--- config.mk ---
export PLATFORM = sky130hd
export DESIGN_NAME = gres_ctrl
export DESIGN_NICKNAME = d
export VERILOG_FILES = /design/src/sv/grid_radius_enemy_scan_top_defines.svh /design/src/sv/gres_pkg.sv /design/src/sv/gres_ctrl.sv
export SDC_FILE = /design/constraint.sdc
export NUM_CORES = 1
export LEC_CHECK = 0
export BUFFER_PORTS_ARGS = -buffer_cell sky130_fd_sc_hd__buf_2
export CORE_AREA = 2 2 39 41
export DETAILED_ROUTE_END_ITERATION = 12
export DIE_AREA = 0 0 41 43
export GPL_TIMING_DRIVEN = 1
export SKIP_LAST_GASP = 1
export SLEW_MARGIN = 20
export SYNTH_ARGS = -nofsm -noshare
export SYNTH_HDL_FRONTEND = slang
export SYNTH_SLANG_ARGS = --single-unit
--- constraint.sdc ---
create_clock -name clk_i -period 2 [get_ports clk_i]
set_input_delay 0.3 -clock clk_i [delete_from_list [all_inputs] [get_ports clk_i]]
set_output_delay 0.3 -clock clk_i [all_outputs]
set_load 0.005 [all_outputs]
--- src/sv/grid_radius_enemy_scan_top_defines.svh ---
// assertion macros used by the grid scan datapath
`ifndef GRID_RADIUS_ENEMY_SCAN_TOP_DEFINES_SVH
`define GRID_RADIUS_ENEMY_SCAN_TOP_DEFINES_SVH

// same-cycle implication, checked outside reset
`define GRES_ASSERT_IMPL(lbl, ante, cons) \
  lbl: assert property (@(posedge clk_i) disable iff (!rst_ni) (ante) |-> (cons)) \
    else $error("gres assertion failed");

// next-cycle implication, checked outside reset
`define GRES_ASSERT_NEXT(lbl, ante, cons) \
  lbl: assert property (@(posedge clk_i) disable iff (!rst_ni) (ante) |=> (cons)) \
    else $error("gres assertion failed");

`endif

--- src/sv/gres_pkg.sv ---
// shared types, constants and width helpers for the grid radius scan
package gres_pkg;

  localparam int unsigned GRID_SIDE_MAX_DEF = 64;
  localparam int unsigned ID_BITS_DEF       = 8;
  localparam int unsigned TEAM_BITS_DEF     = 2;
  localparam int unsigned VISION_MAX_DEF    = 4;

  localparam int unsigned VISION_RST = 2;
  localparam int unsigned CFG_IDX_W  = 3;

  typedef enum logic [CFG_IDX_W-1:0] {
    CFG_GRID_WIDTH  = 3'd0,
    CFG_GRID_HEIGHT = 3'd1,
    CFG_VISION_RAD  = 3'd2,
    CFG_OWN_ID      = 3'd3,
    CFG_OWN_TEAM    = 3'd4
  } cfg_idx_e;

  typedef enum logic {
    CMD_WRITE = 1'b0,
    CMD_SCAN  = 1'b1
  } cmd_e;

  typedef enum logic [1:0] {
    ST_CLEAR,
    ST_IDLE,
    ST_SCAN,
    ST_FLUSH
  } state_e;

  typedef struct packed {
    logic clear;
    logic write_cell;
    logic load_scan;
    logic step;
  } dp_cmd_t;

  typedef struct packed {
    logic clear_done;
    logic scan_inside;
    logic walk_last;
    logic scan_end;
  } dp_sts_t;

  function automatic int unsigned max2(input int unsigned a, input int unsigned b);
    return (a > b) ? a : b;
  endfunction

  function automatic int unsigned rad_w(input int unsigned vision_max);
    return max2($clog2(2 * vision_max), 2);
  endfunction

  function automatic int unsigned cfg_w(input int unsigned side_max,
                                        input int unsigned id_bits,
                                        input int unsigned team_bits,
                                        input int unsigned vision_max);
    return max2(max2($clog2(side_max + 1), id_bits),
                max2(team_bits, rad_w(vision_max)));
  endfunction

endpackage

--- src/sv/gres_ctrl.sv ---
// controller state machine: clearing pass, request accept, window walk, drain
module gres_ctrl
  import gres_pkg::*;
(
  input  logic    clk_i,
  input  logic    rst_ni,
  input  logic    start,
  input  logic    command_i,
  input  dp_sts_t sts_i,
  output dp_cmd_t cmd_o,
  output logic    busy
);

  state_e state_q, state_d;
  logic   accept;

  assign accept = start && (state_q == ST_IDLE);

  always_ff @(posedge clk_i or negedge rst_ni) begin
    if (!rst_ni) begin
      state_q <= ST_CLEAR;
    end else begin
      state_q <= state_d;
    end
  end

  always_comb begin
    state_d = state_q;
    unique case (state_q)
      ST_CLEAR: begin
        if (sts_i.clear_done) state_d = ST_IDLE;
      end
      ST_IDLE: begin
        // an observer outside the grid gives no results and no walk
        if (accept && (cmd_e'(command_i) == CMD_SCAN) && sts_i.scan_inside) begin
          state_d = ST_SCAN;
        end
      end
      ST_SCAN: begin
        if (sts_i.walk_last) state_d = ST_FLUSH;
      end
      ST_FLUSH: begin
        if (sts_i.scan_end) state_d = ST_IDLE;
      end
      default: state_d = ST_CLEAR;
    endcase
  end

  always_comb begin
    cmd_o.clear      = (state_q == ST_CLEAR);
    cmd_o.write_cell = accept && (cmd_e'(command_i) == CMD_WRITE);
    cmd_o.load_scan  = accept && (cmd_e'(command_i) == CMD_SCAN);
    cmd_o.step       = (state_q == ST_SCAN);
    busy             = (state_q != ST_IDLE);
  end

endmodule

Yosys cells after proc, flatten, opt, wreduce, memory -nomap -nowiden
Cells that the tools add are included.
{"block": "totals", "input_bits": 8, "register_bits": 2}
{"block": "op_classes", "muxes": 5, "n_reduce_logical": 6, "n_eq_ne": 8, "n_bitwise": 1}
{"operator": "2-bit two-way mux", "count": 4}
{"operator": "2-bit one-hot mux with 4 select lines", "count": 1}
{"operator": "2-bit != test, second input constant", "count": 3}
{"operator": "2-bit == test, second input constant", "count": 2}
{"operator": "1-bit logical AND", "count": 4}
{"operator": "2-bit by 1-bit != test with 1-bit output, second input constant", "count": 2}
{"operator": "4-bit AND reduction", "count": 1}
{"operator": "2-bit by 1-bit == test with 1-bit output, second input constant", "count": 1}
{"operator": "2-bit logical NOT", "count": 1}
{"operator": "1-bit inverter", "count": 1}

Longest topological paths before layout
Gate-level depths: netlist (run 1).
{"block": "depth", "ltp_word": 6, "mapped_depth": 5}

Worst setup path before layout (run 1)
Ideal clock, no wire load.
{"block": "synth_path", "path_kind": "flip-flop to flip-flop", "startpoint": "register state_q[1]", "endpoint": "register state_q[1]", "required_time_ps": 1872, "stages_incl_launch_ff": 6, "arrival_ps": 1520, "slack_ps": 352, "path_buffers": 0, "setup_time_ps": 128, "period_less_slack_ps": 1648, "cell_sequence": "dfrtp_1 inv_1 ha_1 nand4_2 a2111oi_2 mux2_1"}
{"block": "synth_between", "elab_chain_cells": 6}
{"item": "from (decl)", "line": "gres_ctrl.sv:14", "source": "state_e state_q, state_d;"}
{"item": "from (signal assigned)", "line": "gres_ctrl.sv:23", "source": "state_q <= state_d;"}
{"item": "2-bit by 1-bit == test with 1-bit output", "line": "gres_ctrl.sv:17, gres_ctrl.sv:29"}
{"item": "1-bit logical AND", "line": "gres_ctrl.sv:17", "source": "assign accept = start && (state_q == ST_IDLE);"}
{"item": "1-bit logical AND (2 in a row)", "line": "gres_ctrl.sv:35", "source": "if (accept && (cmd_e'(command_i) == CMD_SCAN) && sts_i.scan_inside) begin"}
{"item": "2-bit by 1-bit != test with 1-bit output (no line)"}
{"item": "4-bit AND reduction (no line)"}
Several ways; a longest one is shown, not always the timed one.
A chain may end at the register's enable or synchronous reset.

Final worst setup path (run 1)
Same ends and word-level chain as after synthesis.

==> summary.txt, run 1 <==
Setup path
  • Crit path cell chain: inv_1, ha_1, nand4_2, a2111oi_2, mux2_1
  • Crit path kind: reg -> reg
  • Critical Path RT: about 2.1 ns
  • End of the worst register-to-register path: state_q[1]
  • CP endpoint: state_q[1]
  • Worst endpoint data arrival time: 1.72 ns
  • Crit start category: flip-flop
  • CP Depth: 5
  • Crit end category: flip-flop
  • Crit-path max FO: 4
  • Worst Setup SP: state_q[1]
  • Worst r2r path cells: 5
  • Reg2Reg Setup Slack: 0.37 ns
  • Worst Path Buf+Inv: 1
  • Crit path max-delay family: flip-flops
  • Largest stage delay, worst path: around 0.40 ns
  • Reg2Reg Launch Point: state_q[1]
  • CP max-delay cell: dfrtp_1

Final layout
  • # nets final: 51
  • Largest registers: state_q x2
  • Final antenna diode count: 0
  • Layout cell share with drive strength beyond 1: between 40 and 50%
  • Layout Cells excl Fill: between 50 and 60
  • Design area: 320.3 um^2
  • Largest register FFs: 2
  • Biggest register: state_q
  • Layout area overhead: 60.00%

STA
  • Worst Max-Slew Pin Slew: roughly 0.30 ns
  • Slew Limit Fails: 0
  • Fmax: slightly above 0.6 GHz
  • Number of setup violations in the final report: 0
  • Final min period: around 1.6 ns
  • Crit share post-route: 81.44%
  • Slew Limit Headroom: approximately 80%
  • Final hold violations: 0
  • Setup tns final: 0 ns
  • Unrepaired setup endpoints after global routing: no
  • Clock skew: ~0.0023 ns

CTS
  • # clock sinks: 2
  • Resize count post-CTS: 0
  • Post-CTS Setup Bufs: 0
  • Clock transition at path regs: 0.03 ns
  • CTS Buf Count: 3
  • Clock Path Buffers: 2
  • CTS H-tree lvls: 1
  • Root buffer cell: clkbuf_4
  • Clock latency at the later pin of the worst-skew pair: 0.22 ns
  • Hold-fix buffers, CTS: 1
  • CTS tree: yes

Place
  • IO buf count: 12
  • GPL Wtd Cong: about 0.63
  • Cells after DPL: ~50
  • Hpwl dp: ~360 um
  • DP Area: ~290 um^2

Die
  • I/O pin count: 13
  • Core area: 0.001384 mm^2
  • Initial Util: between 10% and 20%
  • DIE HEIGHT: ~43 um
  • Die width: around 41 um
  • Row Count: 14
  • Die ar.: 0.001763 mm^2

Global route
  • GRT overflow: 0
  • First-pass GRT wire length: slightly above 700 um
  • Largest net degree at the start of global routing: 6
  • Vias in the first global route: approximately 200
  • Initial antenna violation count: 0
  • Gr usage total: roughly 6.2%

Yosys
  • Count of cell types in the netlist: 11
  • Synthesis Warnings: 0
  • Syn_area_per_cell: around 10 um^2
  • Synthesized Nets: 32
  • Post-Syn Area: ~200 um^2
  • Post-Syn Instances: 20
  • Top cell type's share of synthesized area: about a quarter
  • Cell taking the most area after synthesis: dfrtp_1
  • Top cells by area, synth: dfrtp_1 25%, ha_1 25%, nor2b_1 9.4%, o41ai_1 8.8%, a2111oi_2 7.5%
  • Sequential fraction of the synthesis area: 25.00%
  • #FFs+latches synth: 2

Routing
  • Vias per std cell: 3.906
  • Drt first pass iters: 2
  • Via count: between 200 and 250
  • ANT nets after route: 0
  • Initial DRC Count: 4
  • Remaining DRCs: 0
  • Routed wire per std cell: roughly 7.7 um
  • Drt total wl: between 400 and 500 um

Power and ir drop
  • Pwr dens: roughly 1100 mW/mm^2
  • Leak pwr: between 0.00015 and 0.0002 uW
  • Max rail drop VDD: just under 0.0004 V

Run status
  • Outcome: complete, no violations

Hold path
  • Hold Crit Class: in -> async

Job
  • # Max-Cap Violations: 0
## metal layers
metal	wire length, um	share of wire (%)	GRT usage, %
met3	42	10	5.236
met2	198	48	9.375
met4	0	0	2.000
met1	169	41	6.129
met5	0	0	0
## power breakdown
group / internal (uW) / leakage [uW] / switching [uW] / total, uW
logic: 107 / 0.000145 / 89.9 / 197
clock network: 66.0 / 0.0000138 / 20.3 / 86.3
registers: 58.6 / 0.0000208 / 17.4 / 76.0
## cells in the mapped netlist
cell type / instances
nand4_2: 1
mux2_1: 1
dfrtp_1: 2
nor2_1: 1
and3_1: 1
a2111oi_2: 1
o41ai_1: 2
nor2b_1: 3
ha_1: 4
inv_1: 3
nand2_1: 1
## final cells by class
cell class              instances  area [um^2]
fillers                       153         1064
multi-input cells              15        138.9
flip-flops and latches          2        50.05
well taps                      16        20.02
repair buffers                 14        77.57
clock buffers                   3        22.52
inverters                       3        11.26
## worst min path at each step
| stage | startpoint | to | slack (ns) | cells after the start |
|---|---|---|---|---|
| 2_1_floorplan | rst_ni | state_q[0] | 0.004 | 0 |
| 3_3_place_gp | rst_ni | state_q[0] | 0.09 | 1 |
| 3_5_place_dp | rst_ni | state_q[1] | 0.09 | 1 |
| 4_1_cts | rst_ni | state_q[0] | 0.39 | 2 |
| 5_1_grt | rst_ni | state_q[1] | 0.41 | 2 |
| 6_report | rst_ni | state_q[0] | 0.39 | 2 |
## logic make-up after synthesis
family	count (synthesis)	synth area share [%]
compound gates	3	16.25
fa+ha+maj	4	25.00
mux	1	5.625
buf+inv	3	5.625
flops	2	25.00
simple gates	7	22.50
## through the flow
stage	power [uW]	setup slack, ns	hold WS, ns	util, %
2_1_floorplan	202.7	0.3523	0.004409	-
3_3_place_gp	271.9	0.3850	0.08890	20.80
3_5_place_dp	276.4	0.3575	0.08786	20.80
4_1_cts	369.0	0.3488	0.3857	23.15
5_1_grt	403.9	0.2373	0.4052	23.15
6_report	359.4	0.3713	0.3916	23.15
## layout by cell type, fill, tap and decap left out, drive strengths merged
cell type and instances:
nand4 1, buf 13, nor2 1, a2111oi 1, dlygate4sd3 1, and3 1
nor2b 3, mux2 1, inv 3, dfrtp 2, nand2 1, ha 4
o41ai 2, clkbuf 3
## worst register-to-register path: cells and delay by family, from the launching register on
kind            cells  cell delay (ns)
mux                 1             0.36
compound gates      1             0.38
buf+inv             1             0.09
simple gates        1             0.10
flops               1             0.40
fa+ha+maj           1             0.18
Power figures use the tool's default switching activity.
==> run 2: changes to the inputs <==
--- a/config.mk
+++ b/config.mk
@@ -5,6 +5,7 @@
 export SDC_FILE = /design/constraint.sdc
 export NUM_CORES = 1
 export LEC_CHECK = 0
+export ABC_AREA = 1
 export BUFFER_PORTS_ARGS = -buffer_cell sky130_fd_sc_hd__buf_2
 export CORE_AREA = 2 2 39 41
 export DETAILED_ROUTE_END_ITERATION = 12
==> constraint.sdc (replaced) <==
create_clock -name clk_i -period 1.6 [get_ports clk_i]
set_input_delay 0.24 -clock clk_i [delete_from_list [all_inputs] [get_ports clk_i]]
set_output_delay 0.24 -clock clk_i [all_outputs]
set_load 0.005 [all_outputs]
==> run 2 against run 1 <==
Synthesized area decreased by 1.9%. Non-clock buffer count decreased by 1. Largest power group unchanged. Hold slack got worse by 0.059 ns.
==> summary.txt, run 2 <==
Run status
  • Outcome: complete, no violations

Hold path
  • Hold Crit Class: in -> async

Die
  • DIE HEIGHT: 43 um (unchanged)
  • Core area: 0.001384 mm^2 (unchanged)
  • Die width: 41 um (unchanged)
  • Initial Util: 14.20% (-0.27 points)
  • Die ar.: 0.001763 mm^2 (unchanged)
  • I/O pin count: 13 (unchanged)
  • Row Count: 14 (unchanged)

Global route
  • Initial antenna violation count: 0 (unchanged)
  • First-pass GRT wire length: 696 um (-3.9%)
  • Vias in the first global route: 218 (+7.9%)
  • Largest net degree at the start of global routing: 5 (-1)
  • GRT overflow: 0 (unchanged)
  • Gr usage total: 6.124% (-0.11 points)

Place
  • IO buf count: 12 (unchanged)
  • Cells after DPL: 58 (+18%)
  • GPL Wtd Cong: 0.6731 (+6.1%)
  • Hpwl dp: 341.8 um (-4.9%)
  • Dpl ws: 0.3842 ns (+0.02665 ns)

Routing
  • Vias per std cell: 3.548 (-9.1%)
  • Routed wire per std cell: 6.419 um (-17%)
  • Drt total wl: 398 um (-2.9%)
  • Via count: 220 (+6.3%)
  • Drt first pass iters: 2 (unchanged)
  • Remaining DRCs: 0 (unchanged)
  • ANT nets after route: 0 (unchanged)
  • Initial DRC Count: 2 (-2)

Final layout
  • Layout area overhead: 58.60%
  • Sequential Area: 50.05 um^2 (unchanged)
  • Final antenna diode count: 0 (unchanged)
  • Commonest non-fill, non-tap cell in the layout: buf_2
  • Largest registers: state_q x2
  • Largest register FFs: 2 (unchanged)
  • # nets final: 60 (+18%)
  • Layout Cells excl Fill: 62 (+17%)
  • Most frequent cells in the layout: 12 x buf_2, 11 x nand2_1, 7 x inv_1
  • Layout cell share with drive strength beyond 1: 36.96% (-12 points)
  • Multi-input combinational cell area: 122.6 um^2 (-12%)
  • Biggest register: state_q
  • # fillers: 165 (+7.8%)

Setup path
  • Critical Path RT: 1.36 ns (-0.73 ns)
  • Crit-path max FO: 4 (unchanged)
  • Largest stage delay, worst path: 0.40 ns (about the same)
  • CP max-delay cell: dfrtp_1
  • Crit start category: flip-flop
  • Crit path kind: reg -> out
  • Worst endpoint data arrival time: 1.18 ns (-0.54 ns)
  • Crit path cell chain: inv_1, ha_2, nand2_1, nor2_1, buf_2
  • Crit end category: output pin

Yosys
  • Sequential fraction of the synthesis area: 25.48% (+0.48 points)
  • Syn_area_per_cell: 6.548 um^2 (-35%)
  • Synthesis Warnings: 0 (unchanged)
  • Cell taking the most area after synthesis: dfrtp_1
  • Synthesized Nets: 42 (+31%)
  • Top cells by area, synth: dfrtp_1 25%, ha_1 25%, nand2_1 21%, inv_1 13%, nor2_1 5.7%
  • Post-Syn Instances: 30 (+50%)
  • Top cell type's share of synthesized area: 25.48% (+0.48 points)
  • Post-synth top cells: 11 x nand2_1, 7 x inv_1, 4 x ha_1, 3 x nor2_1, 2 x dfrtp_1
  • Post-Syn Area: 196.4 um^2 (-1.9%)
  • Most common cell in the netlist: nand2_1
  • Asr flop ratio synth: 100.0% (unchanged)
  • #FFs+latches synth: 2 (unchanged)
  • Post-synth EDFFs: 0 (unchanged)
  • Count of cell types in the netlist: 8 (-3)
  • Top FF cell, synth: dfrtp_1

STA
  • Final hold violations: 0 (unchanged)
  • Setup tns final: 0 ns (unchanged)
  • Worst Max-Slew Pin Slew: 0.1424 ns (-0.1583 ns)
  • Clock skew: 0.001656 ns (-0.0006333 ns)
  • Final min period: 1.417 ns
  • Crit share post-route: 88.54%
  • Unrepaired setup endpoints after global routing: no
  • Fmax: just over 0.7 GHz
  • Number of setup violations in the final report: 0 (unchanged)
  • Fin Hold WS: 0.3322 ns (-0.05939 ns)
  • Slew Limit Headroom: 90.51% (+11 points)
  • Slew Limit Fails: 0 (unchanged)
  • Final worst setup slack: 0.1833 ns (-0.1880 ns)

Power and ir drop
  • Max rail drop VDD: 0.0004109 V (+6.5%)
  • Seq pwr share: 21.7% (+0.5 points)
  • Clk pwr share: 22.5% (-1.5 points)
  • Gate power share: 55.7% (+0.9 points)
  • Pwr dens: 1564 mW/mm^2 (+39%)
  • Leak pwr: 0.0001996 uW (+11%)
  • Switching portion of total power: 41.68% (+6.2 points)
  • Psw: 203.1 uW (+59%)
  • Pint: 284.2 uW (+23%)
  • Final Total Pwr: 487.4 uW (+36%)

CTS
  • Root buffer cell: clkbuf_4
  • CTS H-tree lvls: 1 (unchanged)
  • CTS tree: yes
  • # clock sinks: 2 (unchanged)
  • Clock transition at path regs: 0.03 ns (about the same)
  • CTS Buf Count: 3 (unchanged)
  • Clock Path Buffers: 2 (unchanged)
  • Clock latency at the later pin of the worst-skew pair: 0.22 ns (about the same)

Job
  • # Max-Cap Violations: 0 (unchanged)
## run 2: timing repair
action | in CTS | in global routing
hold buffers | 1 | 0
endpoints found under the setup margin | 0 | 1
resized for setup | 0 | 1
endpoints found under the hold margin | 2 | 0
setup buffers | 0 | 0
## run 2: power groups by stage
stage          clock network [uW]  logic [uW]  registers, uW
6_report                      110         272            106
5_1_grt                       122         341            111
4_1_cts                       121         279            107
3_5_place_dp                    0         274            108
3_3_place_gp                    0         273            109
2_1_floorplan                   0         195            100
## run 2: final timing paths
| kind | startpoint | end | slack, ns | cells past startpoint |
|---|---|---|---|---|
| min in group clk_i | sts_i[2] | state_q[1] | 0.41 | 5 |
| max in group asynchronous | rst_ni | state_q[0] | 1.17 | 2 |
| worst max register to register | state_q[0] | state_q[1] | 0.40 | 8 |
| worst max-delay path | state_q[1] | cmd_o[1] | 0.18 | 5 |
| worst min-delay path | rst_ni | state_q[1] | 0.33 | 2 |
| worst min register to register | state_q[1] | state_q[1] | 0.52 | 2 |
## run 2: metrics by stage
| stage | utilization [%] | area [um^2] |
|---|---|---|
| after floorplan | - | 196.4 |
| after global placement | 19.98 | 276.5 |
| after detailed placement | 19.98 | 276.5 |
| after CTS | 22.33 | 309.0 |
| after global routing | 22.51 | 311.5 |
| final | 22.51 | 311.5 |
## run 2: logic make-up after synthesis
kind of cell	after synthesis	synth area share, %
flip-flops	2	25.48
AND/OR/NAND/NOR	17	35.67
buffers and inverters	7	13.38
adder cells (fa/ha/maj)	4	25.48
## run 2: layout make-up
cell class	count	area share (%)
Timing Repair Buffer	13	22.49
Sequential cell	2	16.06
Inverter	7	8.434
Clock buffer	3	7.229
Tap cell	16	6.426
Multi-Input combinational cell	21	39.36
## run 2: worst max-delay path: cells and delay by family (launching register included)
family / cells / cell delay, ns
fa+ha+maj: 1 / 0.20
buf+inv: 2 / 0.20
flops: 1 / 0.40
simple gates: 2 / 0.16
## run 2: routing by layer
layer	wire length [um]	vias to the layer above	GRT usage, %
met3	19	0	1.571
met2	216	5	8.438
met4	0	0	8.000
li1	-	120	-
met5	0	-	0
met1	162	95	6.109
==> run 3: changes to the inputs <==
--- a/config.mk
+++ b/config.mk
@@ -7,9 +7,9 @@
 export LEC_CHECK = 0
 export ABC_AREA = 1
 export BUFFER_PORTS_ARGS = -buffer_cell sky130_fd_sc_hd__buf_2
-export CORE_AREA = 2 2 39 41
+export CORE_AREA = 8 8 45 47
 export DETAILED_ROUTE_END_ITERATION = 12
-export DIE_AREA = 0 0 41 43
+export DIE_AREA = 0 0 53 55
 export GPL_TIMING_DRIVEN = 1
 export SKIP_LAST_GASP = 1
 export SLEW_MARGIN = 20
==> run 3 against run 2 <==
Design area down 0.80%. Sequential power about the same. Via count fell by 0.45%. Register-to-register slack about the same. Sequential share of layout area increased by 0.13 points. Clock-buffer cell count stayed put. First-iteration DRC count unchanged. Critical path type unchanged.
==> summary.txt, run 3 (same netlist as run 2, synthesis figures left out) <==
Final layout
  • Biggest register: state_q
  • Most frequent cells in the layout: 12 x buf_2, 11 x nand2_1, 7 x inv_1, 4 x ha_1
  • Finished Core Util: 22.33% (-0.18 points)
  • Layout area overhead: 57.32%
  • Largest register FFs: 2 (unchanged)
  • # fillers: 166 (+0.61%)
  • Largest registers: state_q x2
  • Commonest non-fill, non-tap cell in the layout: buf_2
  • Final antenna diode count: 0 (unchanged)
  • # nets final: 60 (unchanged)
  • Layout cell share with drive strength beyond 1: 34.78% (-2.2 points)

Setup path
  • CP endpoint: cmd_o[1]
  • Reg2Reg Setup Slack: 0.39 ns (about the same)
  • Critical Path RT: 1.36 ns (about the same)
  • Crit path kind: reg -> out
  • Crit-path max FO: 4 (unchanged)
  • Largest stage delay, worst path: 0.39 ns (about the same)
  • Crit start category: flip-flop
  • Crit end category: output pin
  • Worst r2r path cells: 8 (unchanged)
  • End of the worst register-to-register path: state_q[0]
  • Crit path cell chain: inv_1, ha_1, nand2_1, nor2_1, buf_2
  • Worst Setup SP: state_q[1]
  • Worst endpoint data arrival time: 1.17 ns (about the same)
  • Reg2Reg Launch Point: state_q[0]
  • CP max-delay cell: dfrtp_1

Run status
  • Outcome: complete, no violations

CTS
  • CTS Buf Count: 3 (unchanged)
  • Clock transition at path regs: 0.03 ns (about the same)
  • Root buffer cell: clkbuf_4
  • CTS tree: yes
  • Clock Path Buffers: 2 (unchanged)
  • Resize count post-CTS: 0 (unchanged)
  • CTS H-tree lvls: 1 (unchanged)
  • # clock sinks: 2 (unchanged)
  • Clock latency at the later pin of the worst-skew pair: 0.22 ns (about the same)

Power and ir drop
  • Pwr dens: 1564 mW/mm^2 (about the same)
  • Switching portion of total power: 41.65% (about the same)
  • Psw: 201.3 uW (-0.92%)
  • Clk pwr share: 22.0% (-0.5 points)
  • Max rail drop VDD: 0.0003714 V (-9.6%)
  • Final Total Pwr: 483.2 uW (-0.85%)
  • Leak pwr: 0.0002010 uW (+0.69%)
  • Seq pwr share: 21.5% (-0.2 points)
  • Gate power share: 56.4% (+0.7 points)
  • Pint: 281.9 uW (-0.81%)

STA
  • Number of setup violations in the final report: 0 (unchanged)
  • Final worst setup slack: 0.1863 ns (+0.002970 ns)
  • Final min period: 1.414 ns (-0.002970 ns)
  • Setup tns final: 0 ns (unchanged)
  • Worst Max-Slew Pin Slew: 0.1342 ns (-0.008219 ns)
  • Final hold violations: 0 (unchanged)
  • Clock skew: 0.0005578 ns (-0.001098 ns)
  • Slew Limit Fails: 0 (unchanged)
  • Slew Limit Headroom: 91.05% (+0.55 points)
  • Unrepaired setup endpoints after global routing: no
  • Fmax: 0.7073 GHz (+0.21%)
  • Crit share post-route: 88.36% (-0.19 points)

Place
  • Hpwl dp: 405.9 um (+19%)
  • Dpl ws: 0.3745 ns (-0.009664 ns)
  • GPL Wtd Cong: 0.7419 (+10%)
  • IO buf count: 12 (unchanged)

Global route
  • Vias in the first global route: 208 (-4.6%)
  • GRT overflow: 0 (unchanged)
  • Initial antenna violation count: 0 (unchanged)
  • Largest net degree at the start of global routing: 5 (unchanged)
  • First-pass GRT wire length: 772 um (+11%)
  • Gr usage total: 3.934% (-2.2 points)

Die
  • Core area: 0.001384 mm^2 (unchanged)
  • Row Count: 14 (unchanged)
  • DIE HEIGHT: 55 um (+28%)
  • I/O pin count: 13 (unchanged)
  • Initial Util: 14.20% (unchanged)
  • Die ar.: 0.002915 mm^2 (+65%)
  • Die width: 53 um (+29%)

Routing
  • Via count: 219 (-0.45%)
  • Routed wire per std cell: 7.516 um (+17%)
  • Vias per std cell: 3.532 (-0.45%)
  • ANT nets after route: 0 (unchanged)
  • Remaining DRCs: 0 (unchanged)
  • Drt total wl: 466 um (+17%)
  • Drt first pass iters: 3 (+1)
  • Initial DRC Count: 2 (unchanged)

Job
  • # Max-Cap Violations: 0 (unchanged)

Hold path
  • Hold Crit Class: in -> async
==> run 3: cell count changes in the layout (fill, tap and decap cells not counted) <==
cell / before / now
ha_1: 3 / 4
ha_2: 1 / 0
==> run 3: cell type report <==
type / instances / area, um^2 / share of cell area, %
clock buffer: 3 / 22.52 / 7.287
inverter: 7 / 26.28 / 8.502
multi-input combinational: 21 / 120.1 / 38.87
sequential: 2 / 50.05 / 16.19
tap: 16 / 20.02 / 6.478
timing repair buffer: 13 / 70.07 / 22.67
==> run 3: critical path: cells and delay by family, from the launching register on <==
kind                     cells  cell delay [ns]
buffers and inverters        2             0.21
flip-flops                   1             0.39
AND/OR/NAND/NOR              2             0.16
adder cells (fa/ha/maj)      1             0.20
==> run 3: worst min path at each step <==
stage / startpoint / endpoint
3_5_place_dp: rst_ni / state_q[0]
5_1_grt: rst_ni / state_q[0]
3_3_place_gp: rst_ni / state_q[0]
2_1_floorplan: rst_ni / state_q[0]
6_report: rst_ni / state_q[0]
4_1_cts: rst_ni / state_q[0]
==> run 3: power by group through the flow <==
stage	Clock (uW)	Sequential (uW)	Combinational (uW)
floorplan	0	100	195
global placement	0	107	277
detailed placement	0	107	278
CTS	113	106	282
global route	118	111	320
finish	106	104	273
==> run 3: repair_timing <==
item | in CTS | in global routing
hold buffers | 1 | 0
endpoints found under the hold margin | 2 | 0
endpoints found under the setup margin | 0 | 0
buffers inserted | 0 | 0
==> run 3: routing by layer <==
layer	vias up	wire length, um	track usage [%]	part of all wire (%)
li1	120	-	-	-
met1	91	168	2.736	36
met4	0	4	3.879	0.86
met3	2	74	4.278	16
met5	-	0	0	0
met2	6	218	5.664	47
==> run 3: stage by stage <==
step / area [um^2] / std cells / hold slack [ns]
4_1_cts: 309.0 / 62 / 0.3401
6_report: 309.0 / 62 / 0.3385
2_1_floorplan: 196.4 / 30 / -0.05559
3_5_place_dp: 276.5 / 58 / 0.02797
3_3_place_gp: 276.5 / 58 / 0.02669
5_1_grt: 309.0 / 62 / 0.3522
